### config.mk
export PLATFORM = sky130hd
export DESIGN_NAME = strongly_connected_components_core
export DESIGN_NICKNAME = d
export VERILOG_FILES = /design/src/hdl/scc_pkg.sv /design/src/hdl/strongly_connected_components_core.sv
export SDC_FILE = /design/constraint.sdc
export NUM_CORES = 1
export LEC_CHECK = 0
export ABC_AREA = 1
export BUFFER_PORTS_ARGS = -buffer_cell sky130_fd_sc_hd__buf_4
export CAP_MARGIN = 20
export CORE_MARGIN = 5
export CORE_UTILIZATION = 40
export CTS_BUF_LIST = sky130_fd_sc_hd__clkbuf_4
export DETAILED_ROUTE_END_ITERATION = 7
export GPL_TIMING_DRIVEN = 0
export HOLD_SLACK_MARGIN = 0.12
export MAX_ROUTING_LAYER = met4
export PLACE_DENSITY = 0.62
export RECOVER_POWER = 100
export SYNTH_ARGS = -nofsm -noshare
export SYNTH_HDL_FRONTEND = slang
export SYNTH_SLANG_ARGS = --single-unit
export TNS_END_PERCENT = 30
### constraint.sdc
create_clock -name clk_i -period 13.8 [get_ports clk_i]
set_input_delay 2.07 -clock clk_i [delete_from_list [all_inputs] [get_ports clk_i]]
set_output_delay 2.07 -clock clk_i [all_outputs]
set_load 0.02 [all_outputs]
### src/hdl/scc_pkg.sv
package scc_pkg;
  localparam int unsigned MaxVertices = 16;
  localparam int unsigned VW = 4;
  localparam int unsigned CW = 5;

  typedef enum logic [2:0] {
    StIdle,
    StFillRoot,
    StFillWalk,
    StPopFinish,
    StGatherWalk,
    StEmit,
    StClear
  } scc_state_e;
endpackage

### src/hdl/strongly_connected_components_core.sv
// Strongly connected components of a directed graph of up to 16 vertices.
// Input channel (in_valid_i / in_ready_o): opcode 0 loads one edge
// source_vertex -> target_vertex into the adjacency matrix; edges with an
// endpoint at or above vertex_count are dropped. Opcode 1 starts a run: a
// sequencer walks the graph twice (Kosaraju), one stack step per cycle,
// with a single lowest-bit search unit over one matrix row or column.
// Then one beat per vertex is sent on the output channel (out_valid_o /
// out_ready_i) in index order, one per cycle while the receiver is ready,
// giving the lowest vertex of its component, with last_o on the final
// beat. A receiver stall simply holds the current beat. After the final
// beat the matrix is cleared and the block becomes ready again. The input
// is not ready during a run. vertex_count is written through
// cfg_we_i/cfg_wdata_i; the user must do so only while idle, which the
// block itself does not enforce. Reset sets it to 16, clears the matrix
// and returns to idle.
// A run with vertex_count zero emits nothing.
module strongly_connected_components_core
  import scc_pkg::*;
(
  input  logic          clk_i,
  input  logic          rst_ni,
  input  logic          cfg_we_i,
  input  logic [CW-1:0] cfg_wdata_i,
  input  logic          in_valid_i,
  output logic          in_ready_o,
  input  logic          opcode_i,
  input  logic [VW-1:0] source_vertex_i,
  input  logic [VW-1:0] target_vertex_i,
  output logic          out_valid_o,
  input  logic          out_ready_i,
  output logic [VW-1:0] vertex_o,
  output logic [VW-1:0] leader_o,
  output logic          last_o
);
  localparam int unsigned M = MaxVertices;

  scc_state_e   state_q, state_d;
  logic [CW-1:0] vcount_q;
  logic [M-1:0]  adj_q [M];
  logic [M-1:0]  visited_q, visited_d;
  logic [VW-1:0] wstack_q [M];
  logic [CW-1:0] wdepth_q, wdepth_d;
  logic [VW-1:0] fstack_q [M];
  logic [CW-1:0] fcount_q, fcount_d;
  logic [VW-1:0] lead_q [M];
  logic [CW-1:0] idx_q, idx_d;
  logic [M-1:0]  members_q, members_d;
  logic [VW-1:0] minv_q, minv_d;
  logic [CW-1:0] n;
  logic [M-1:0]  nmask, row, col, cand;
  logic [VW-1:0] top, low;
  logic          found;
  logic          push_w, pop_w, push_f;
  logic [VW-1:0] push_wv, push_fv;

  assign n = (vcount_q > CW'(M)) ? CW'(M) : vcount_q;
  always_comb begin
    for (int i = 0; i < M; i++) nmask[i] = (CW'(i) < n);
  end

  assign top = wstack_q[wdepth_q[VW-1:0] - VW'(1)];
  assign row = adj_q[top];
  always_comb begin
    for (int i = 0; i < M; i++) col[i] = adj_q[i][top];
  end
  assign cand = ((state_q == StFillWalk) ? row : col) & nmask & ~visited_q;

  // Shared lowest-set-bit search.
  always_comb begin
    found = 1'b0;
    low = '0;
    for (int i = M - 1; i >= 0; i--) begin
      if (cand[i]) begin
        found = 1'b1;
        low = VW'(i);
      end
    end
  end

  assign in_ready_o  = (state_q == StIdle);
  assign out_valid_o = (state_q == StEmit);
  assign vertex_o    = idx_q[VW-1:0];
  assign leader_o    = lead_q[idx_q[VW-1:0]];
  assign last_o      = (idx_q + CW'(1) == n);

  always_comb begin
    state_d   = state_q;
    visited_d = visited_q;
    wdepth_d  = wdepth_q;
    fcount_d  = fcount_q;
    idx_d     = idx_q;
    members_d = members_q;
    minv_d    = minv_q;
    push_w = 1'b0; pop_w = 1'b0; push_f = 1'b0;
    push_wv = '0; push_fv = top;
    case (state_q)
      StIdle: begin
        if (in_valid_i && opcode_i) begin
          visited_d = '0; fcount_d = '0; idx_d = '0; wdepth_d = '0;
          state_d = StFillRoot;
        end
      end
      StFillRoot: begin
        if (idx_q >= n) begin
          visited_d = '0;
          state_d = StPopFinish;
        end else if (visited_q[idx_q[VW-1:0]]) begin
          idx_d = idx_q + CW'(1);
        end else begin
          visited_d[idx_q[VW-1:0]] = 1'b1;
          push_w = 1'b1; push_wv = idx_q[VW-1:0];
          state_d = StFillWalk;
        end
      end
      StFillWalk: begin
        if (found && wdepth_q < CW'(M)) begin
          visited_d[low] = 1'b1;
          push_w = 1'b1; push_wv = low;
        end else begin
          pop_w = 1'b1;
          push_f = (fcount_q < CW'(M));
          if (wdepth_q == CW'(1)) begin
            idx_d = idx_q + CW'(1);
            state_d = StFillRoot;
          end
        end
      end
      StPopFinish: begin
        if (fcount_q == '0) begin
          idx_d = '0;
          state_d = (n == '0) ? StClear : StEmit;
        end else begin
          fcount_d = fcount_q - CW'(1);
          if (!visited_q[fstack_q[fcount_d[VW-1:0]]]) begin
            visited_d[fstack_q[fcount_d[VW-1:0]]] = 1'b1;
            push_w = 1'b1; push_wv = fstack_q[fcount_d[VW-1:0]];
            members_d = '0;
            members_d[fstack_q[fcount_d[VW-1:0]]] = 1'b1;
            minv_d = fstack_q[fcount_d[VW-1:0]];
            state_d = StGatherWalk;
          end
        end
      end
      StGatherWalk: begin
        // Children of the top are pushed one per cycle; the order of
        // membership gathering does not affect the component found.
        if (wdepth_q == '0) begin
          state_d = StPopFinish;
        end else if (found && wdepth_q < CW'(M)) begin
          visited_d[low] = 1'b1;
          members_d[low] = 1'b1;
          if (low < minv_q) minv_d = low;
          push_w = 1'b1; push_wv = low;
        end else begin
          pop_w = 1'b1;
        end
      end
      StEmit: begin
        if (out_ready_i) begin
          idx_d = idx_q + CW'(1);
          if (last_o) state_d = StClear;
        end
      end
      StClear: state_d = StIdle;
      default: state_d = StIdle;
    endcase
    if (push_w) wdepth_d = wdepth_q + CW'(1);
    else if (pop_w) wdepth_d = wdepth_q - CW'(1);
    if (push_f) fcount_d = fcount_q + CW'(1);
  end

  always_ff @(posedge clk_i or negedge rst_ni) begin
    if (!rst_ni) begin
      state_q   <= StIdle;
      vcount_q  <= CW'(16);
      visited_q <= '0;
      wdepth_q  <= '0;
      fcount_q  <= '0;
      idx_q     <= '0;
      members_q <= '0;
      minv_q    <= '0;
      for (int i = 0; i < M; i++) adj_q[i] <= '0;
    end else begin
      state_q   <= state_d;
      visited_q <= visited_d;
      wdepth_q  <= wdepth_d;
      fcount_q  <= fcount_d;
      idx_q     <= idx_d;
      members_q <= members_d;
      minv_q    <= minv_d;
      if (cfg_we_i) vcount_q <= cfg_wdata_i;
      if (state_q == StIdle && in_valid_i && !opcode_i &&
          CW'(source_vertex_i) < n && CW'(target_vertex_i) < n)
        adj_q[source_vertex_i][target_vertex_i] <= 1'b1;
      if (state_q == StClear)
        for (int i = 0; i < M; i++) adj_q[i] <= '0;
    end
  end

  always_ff @(posedge clk_i) begin
    if (push_w) wstack_q[wdepth_q[VW-1:0]] <= push_wv;
    if (push_f) fstack_q[fcount_q[VW-1:0]] <= push_fv;
    if (state_q == StGatherWalk && (wdepth_q == '0)) begin
      for (int i = 0; i < M; i++) if (members_q[i]) lead_q[i] <= minv_q;
    end
  end
endmodule

==> flow_metrics.env, run 1 <==
export IMPL_status="finished, violations left"
export IMPL_violations="max-capacitance violations, max-slew violations"
export IMPL_io_pins=30
export IMPL_ys_ff_latch=507
export IMPL_gr_total_overflow=0
export IMPL_clock_root_buffer="clkbuf_4"
export IMPL_drt_wl_total_mm=119
export IMPL_die_area_mm2=0.0730
export IMPL_hold_buffers=0
export IMPL_cts_buffers=146
export IMPL_drc=0
export IMPL_grt_first_pass_wirelength_mm=172
export IMPL_grt_pass1_vias=25800
export IMPL_hold_viol=0
export IMPL_vias=27100
export IMPL_reg2reg_slack_ns=4.05
export IMPL_cts_tree="built"
export IMPL_post_route_period_util_pct=70.7
export IMPL_path_class="reg2reg"
export IMPL_cap_viol_max_count=4
export IMPL_rows=95
export IMPL_fmax_ghz=0.103
export IMPL_netlist_top_cells_count="nand3_1 (451), nor2_1 (412), nand2_1 (397)"
export IMPL_syn_area_per_cell_um2=8.53
export IMPL_dpl_hpwl_mm=85.8
export IMPL_rr_startpoint="wdepth_q[0]$_DFFE_PN0P_"
export IMPL_dieHeight_um=270
export IMPL_cp_max_fo=25
export IMPL_floorplan_initialDensity_pct=40.3
export IMPL_critPathMaxStageDelay_ns=1.23
export IMPL_ys_types=56
export IMPL_yosysMostFrequentCell="nand3_1"
export IMPL_hp_start="adj_q[240]$_DFFE_PN0P_"
export IMPL_grt_max_degree=87
export IMPL_portBuffers=28
export IMPL_critPathSlowestCell="clkbuf_1"
export IMPL_ys_seq_area_share_pct=50.4
export IMPL_post_cts_resized=0
export IMPL_die_width_um=270
export IMPL_tightestPinTransition_ns=4.61
export IMPL_clk_latency_ns=1.05
export IMPL_synth_top_area_share_pct=29.0
export IMPL_finalSetupViolCount=0
export IMPL_syn_nets=3225
export IMPL_antenna_found_initial=3
export IMPL_async_flop_share_pct=62.1
export IMPL_crit_arrival_ns=10.40
export IMPL_areaGrowthSynthToFinish_pct=12.5
export IMPL_finalCriticalPeriod_ns=9.75
export IMPL_ant_nets=0
export IMPL_rsz0062_at_grt="false"
export IMPL_setup_tns_ns=0
export IMPL_critPathLaunchType="flip-flop"
export IMPL_cts_buffer_depth=3
export IMPL_dr_pass1_iters=8
export IMPL_synth_area_leaders="dfrtp_1 (29%), edfxtp_1 (21%), nand3_1 (8.3%)"
export IMPL_hp_class="reg2reg"
export IMPL_worstReg2RegEnd="fstack_q[15][0]$_DFFE_PP_"
export IMPL_coreArea_mm2=0.0672
export IMPL_slew_headroom_pct=-207
export IMPL_cp_end_kind="flip-flop"
export IMPL_holdPathStages=2
export IMPL_path_delay_family="buffers and inverters"
export IMPL_drt_iter0_drc=3894
export IMPL_drv_slew=213
export IMPL_reg2regPathDepth=31
export IMPL_hold_end="adj_q[240]$_DFFE_PN0P_"
export IMPL_drive_gt1_share_pct=11.4
export IMPL_synth_top_cell_by_area="dfrtp_1"
export IMPL_synth_flop_cell="dfrtp_1"
export IMPL_yosysWarnings=0
export IMPL_critPathBufInv=14
export IMPL_clock_skew_final_ns=0.0547
export IMPL_vias_per_cell=6.21
export IMPL_nets=3420
export IMPL_cts_setup_buffers=0
export IMPL_clock_sinks=507
export IMPL_wire_per_inst_um=27.4
export IMPL_track_usage_pct=32.7
export IMPL_synth_cells=3178
export IMPL_cp_common_cell="clkbuf_1"
export IMPL_place_congestion=1.06
export IMPL_synthesis_area_mm2=0.0271
export IMPL_htree_levels=4
export IMPL_clkTransAtPathRegs_ns=0.06
export IMPL_synth_edf_count=192
export IMPL_cp_required_ns=14.44
[per-layer routing]
layer  GRT usage, %  part of all wire, %  up-vias
met3           8.39                   12      460
li1               -                    -    11600
met4           17.8                  6.3        0
met2           46.9                   42     1937
met5              -                    0        -
met1           42.4                   40    13100
[worst max-delay path by stage]
stage	cells after the start	from	endpoint	slack, ns
finish	31	wdepth_q[0]$_DFFE_PN0P_	fstack_q[15][0]$_DFFE_PP_	4.05
global route	31	wdepth_q[0]$_DFFE_PN0P_	fstack_q[15][0]$_DFFE_PP_	3.51
CTS	30	wdepth_q[0]$_DFFE_PN0P_	wstack_q[11][3]$_DFFE_PP_	7.40
detailed placement	30	wdepth_q[0]$_DFFE_PN0P_	wstack_q[11][2]$_DFFE_PP_	7.42
global placement	27	wdepth_q[0]$_DFFE_PN0P_	wstack_q[9][0]$_DFFE_PP_	7.13
floorplan	30	wdepth_q[0]$_DFFE_PN0P_	wstack_q[11][0]$_DFFE_PP_	9.41
[tightest hold or removal path: stages (launching register included)]
cell and delay [ns]:
dfrtp_1 0.35, a31oi_1 0.05, nor2_1 0.08
[cells in the final DEF (no fill, tap or decap), drive strengths merged]
cell type  netlist  routed
diode            0       7
ha              28      28
o311ai           2       2
inv            272     271
or2              1       1
nand2          416     416
clkbuf         124     376
o21ai          212     212
clkinv           3      33
a21oi          190     190
dfrtp          314     314
xnor2            2       2
a21boi           2       2
nand3b           1       1
nor4             2       2
xor2             9       9
nand4           15      15
buf            111     128
bufinv           0       5
a41oi            1       1
o32ai            8       8
o221ai          77      77
a211oi           2       2
nor4b            1       1
o21bai           3       3
nand3          457     457
o211ai         130     130
o31ai            4       4
o22ai           25      25
edfxtp         192     192
o21a             5       5
mux2i            8       8
nor3            13      13
a31oi          116     116
a311oi           1       1
nor2           421     421
a22oi            9       9
clkinvlp         0       4
dfstp            1       1
[logic make-up after synthesis]
kind of cell	Yosys count	synth area share [%]
simple gates	1327	21.3
compound gates	787	18.0
buf+inv	510	8.38
flops	507	50.4
fa+ha+maj	28	1.29
xor+xnor	11	0.356
mux	8	0.296
[state kept, by name, summed over array words and instances, names as in the netlist]
| name | flops |
|---|---|
| members_q | 16 |
| vcount_q | 5 |
| minv_q | 4 |
| lead_q | 64 |
| wdepth_q | 5 |
| wstack_q | 64 |
| fcount_q | 5 |
| fstack_q | 64 |
| visited_q | 16 |
| adj_q | 256 |
| state_q | 3 |
| idx_q | 5 |
[stage by stage]
step | instance area, µm² | setup WS [ns] | util [%] | hold slack [ns] | cells
floorplan | 27100 | 9.41 | - | 0.457 | 3178
global placement | 28400 | 7.13 | 42.3 | 0.474 | 4079
detailed placement | 28700 | 7.42 | 42.7 | 0.484 | 4097
CTS | 30700 | 7.40 | 45.7 | 0.501 | 4357
global route | 30500 | 3.51 | 45.4 | 0.528 | 4363
finish | 30500 | 4.05 | 45.4 | 0.509 | 4365
[area by class of cell]
class	count	area, µm²
antenna	7	17.5
buffer	235	1170
clock buffer	222	1670
clock inverter	38	288
fill	6780	36700
inverter	275	1040
multi-input combinational	2161	11100
sequential	507	13600
tap	873	1090
timing repair buffer	47	450
Power of run 1 is left out: the tool's default activity adds up to more than one toggle a clock period on the data nets, which glitch-free logic cannot reach.
==> inputs of run 2 (changes only) <==
==> constraint.sdc (replaced) <==
create_clock -name clk_i -period 9.2 [get_ports clk_i]
set_input_delay 1.38 -clock clk_i [delete_from_list [all_inputs] [get_ports clk_i]]
set_output_delay 1.38 -clock clk_i [all_outputs]
set_load 0.02 [all_outputs]
==> run 2 against run 1 <==
Effect of this change: the flow still finishes with violations (max-capacitance violations, max-slew violations); clock skew up 0.0099 ns; worst setup slack worse by 2.5 ns; sequential cell count unchanged; critical path type unchanged; largest cell class unchanged.
==> flow_metrics.env, run 2 (synthesis gave the netlist of run 1 again) <==
export IMPL_hp_class="reg2reg"
export IMPL_dieHeight_um=270
export IMPL_cts_tree="built"
export IMPL_crit_arrival_ns=8.25
export IMPL_areaGrowthSynthToFinish_pct=12.7
export IMPL_track_usage_pct=32.7
export IMPL_coreArea_mm2=0.0672
export IMPL_regMostFlops="adj_q"
export IMPL_clkTransAtPathRegs_ns=0.06
export IMPL_multi_input_area_mm2=0.0111
export IMPL_drt_iter0_drc=3762
export IMPL_critPathBufInv=12
export IMPL_hold_buffers=0
export IMPL_slew_headroom_pct=-177
export IMPL_die_area_mm2=0.0730
export IMPL_path_delay_family="buffers and inverters"
export IMPL_critPathSlowestCell="nor3_1"
export IMPL_cap_viol_max_count=2
export IMPL_cts_setup_buffers=0
export IMPL_dpl_hpwl_mm=85.8
export IMPL_finish_instance_area_mm2=0.0305
export IMPL_die_width_um=270
export IMPL_drive_gt1_share_pct=11.9
export IMPL_clock_sinks=507
export IMPL_final_cell_mix="nand3_1 (454), nor2_1 (415), nand2_1 (404), dfrtp_1 (314), inv_1 (260)"
export IMPL_n_fill_cell=6769
export IMPL_use_met2_pct=46.9
export IMPL_grt_pass1_vias=25800
export IMPL_critPathMaxStageDelay_ns=0.59
export IMPL_cp_common_cell="nand3_1"
export IMPL_antenna_found_initial=3
export IMPL_htree_levels=4
export IMPL_grt_first_pass_wirelength_mm=172
export IMPL_grt_util_met3_pct=8.39
export IMPL_vias=26900
export IMPL_grt_busiest_layer="met2"
export IMPL_critPathLaunchType="flip-flop"
export IMPL_post_cts_resized=0
export IMPL_portBuffers=28
export IMPL_fmax_ghz=0.131
export IMPL_ant_nets=0
export IMPL_cts_buffer_depth=3
export IMPL_clk_latency_ns=1.01
export IMPL_placed_area_mm2=0.0287
export IMPL_ff_latch_area_mm2=0.0136
export IMPL_drt_wl_total_mm=119
export IMPL_cts_buffers=146
export IMPL_cp_max_fo=12
export IMPL_hold_viol=0
export IMPL_wire_per_inst_um=27.4
export IMPL_clock_root_buffer="clkbuf_4"
export IMPL_post_route_period_util_pct=83.0
export IMPL_cp_end_kind="flip-flop"
export IMPL_finalCriticalPeriod_ns=7.64
export IMPL_violations="max-capacitance violations, max-slew violations"
export IMPL_clock_skew_final_ns=0.0646
export IMPL_finalSetupViolCount=0
export IMPL_rsz0062_at_grt="false"
export IMPL_drv_slew=153
export IMPL_floorplan_initialDensity_pct=40.3
export IMPL_drc=0
export IMPL_gr_total_overflow=0
export IMPL_tightestPinTransition_ns=4.15
export IMPL_vias_per_cell=6.17
export IMPL_largest_reg_flops=256
export IMPL_use_met1_pct=42.4
export IMPL_io_pins=30
export IMPL_final_common_cell="nand3_1"
export IMPL_place_congestion=1.06
export IMPL_path_class="reg2reg"
export IMPL_setup_tns_ns=0
export IMPL_status="finished, violations left"
export IMPL_dr_pass1_iters=6
export IMPL_grt_max_degree=87
export IMPL_rows=95
export IMPL_nets=3420
export IMPL_cp_required_ns=9.81
-- run 2: cell count changes in the layout (fill, tap and decap cells not counted), moves of 4 or more --
| cell | delta |
|---|---|
| buf_2 | +5 |
| buf_4 | +5 |
| clkbuf_1 | -11 |
| nand2_1 | -4 |
-- run 2: area by class of cell --
class	instances	share of cell area [%]
diodes	5	0.0410
flip-flops and latches	507	44.7
repair buffers	47	1.49
clock inverters	38	0.942
clock buffers	222	5.46
multi-input cells	2161	36.5
plain buffers	235	3.93
inverters	275	3.40
well taps	873	3.58
-- run 2: stage by stage --
step | cells | hold slack, ns | util (%) | setup WS (ns)
after floorplan | 3178 | 0.457 | - | 4.81
after global placement | 4079 | 0.474 | 42.3 | 2.53
after detailed placement | 4097 | 0.484 | 42.7 | 2.82
after CTS | 4357 | 0.302 | 45.7 | 2.80
after global routing | 4363 | 0.528 | 45.5 | 1.20
final | 4363 | 0.506 | 45.5 | 1.56
-- run 2: layer usage --
| metal | vias to the layer above | part of all wire (%) |
|---|---|---|
| met1 | 12900 | 40 |
| met5 | - | 0 |
| met3 | 467 | 11 |
| li1 | 11600 | - |
| met2 | 1916 | 43 |
| met4 | 0 | 6.2 |
-- run 2: path summary, 6_finish.rpt --
kind                                          from                  endpoint  slack, ns  cells after the start
hold / removal              adj_q[176]$_DFFE_PN0P_    adj_q[176]$_DFFE_PN0P_       0.51                      2
min in group asynchronous                   rst_ni    adj_q[130]$_DFFE_PN0P_       1.85                      1
setup reg to reg           wdepth_q[0]$_DFFE_PN0P_  wstack_q[3][3]$_DFFE_PP_       1.56                     29
setup / recovery           wdepth_q[0]$_DFFE_PN0P_  wstack_q[3][3]$_DFFE_PP_       1.56                     29
max in group asynchronous                   rst_ni     adj_q[21]$_DFFE_PN0P_       3.03                      4
hold reg to reg             adj_q[176]$_DFFE_PN0P_    adj_q[176]$_DFFE_PN0P_       0.51                      2
-- run 2: worst reg2reg max path, delay by kind of cell, from the launching register on --
family,cells,cell delay (ns)
buffers and inverters,12,3.33
and+or+nand+nor,15,2.75
AOI/OAI and AO/OA,1,0.44
adders and majority gates,1,0.34
DFF,1,0.41
Power of run 2 is left out for the same reason.
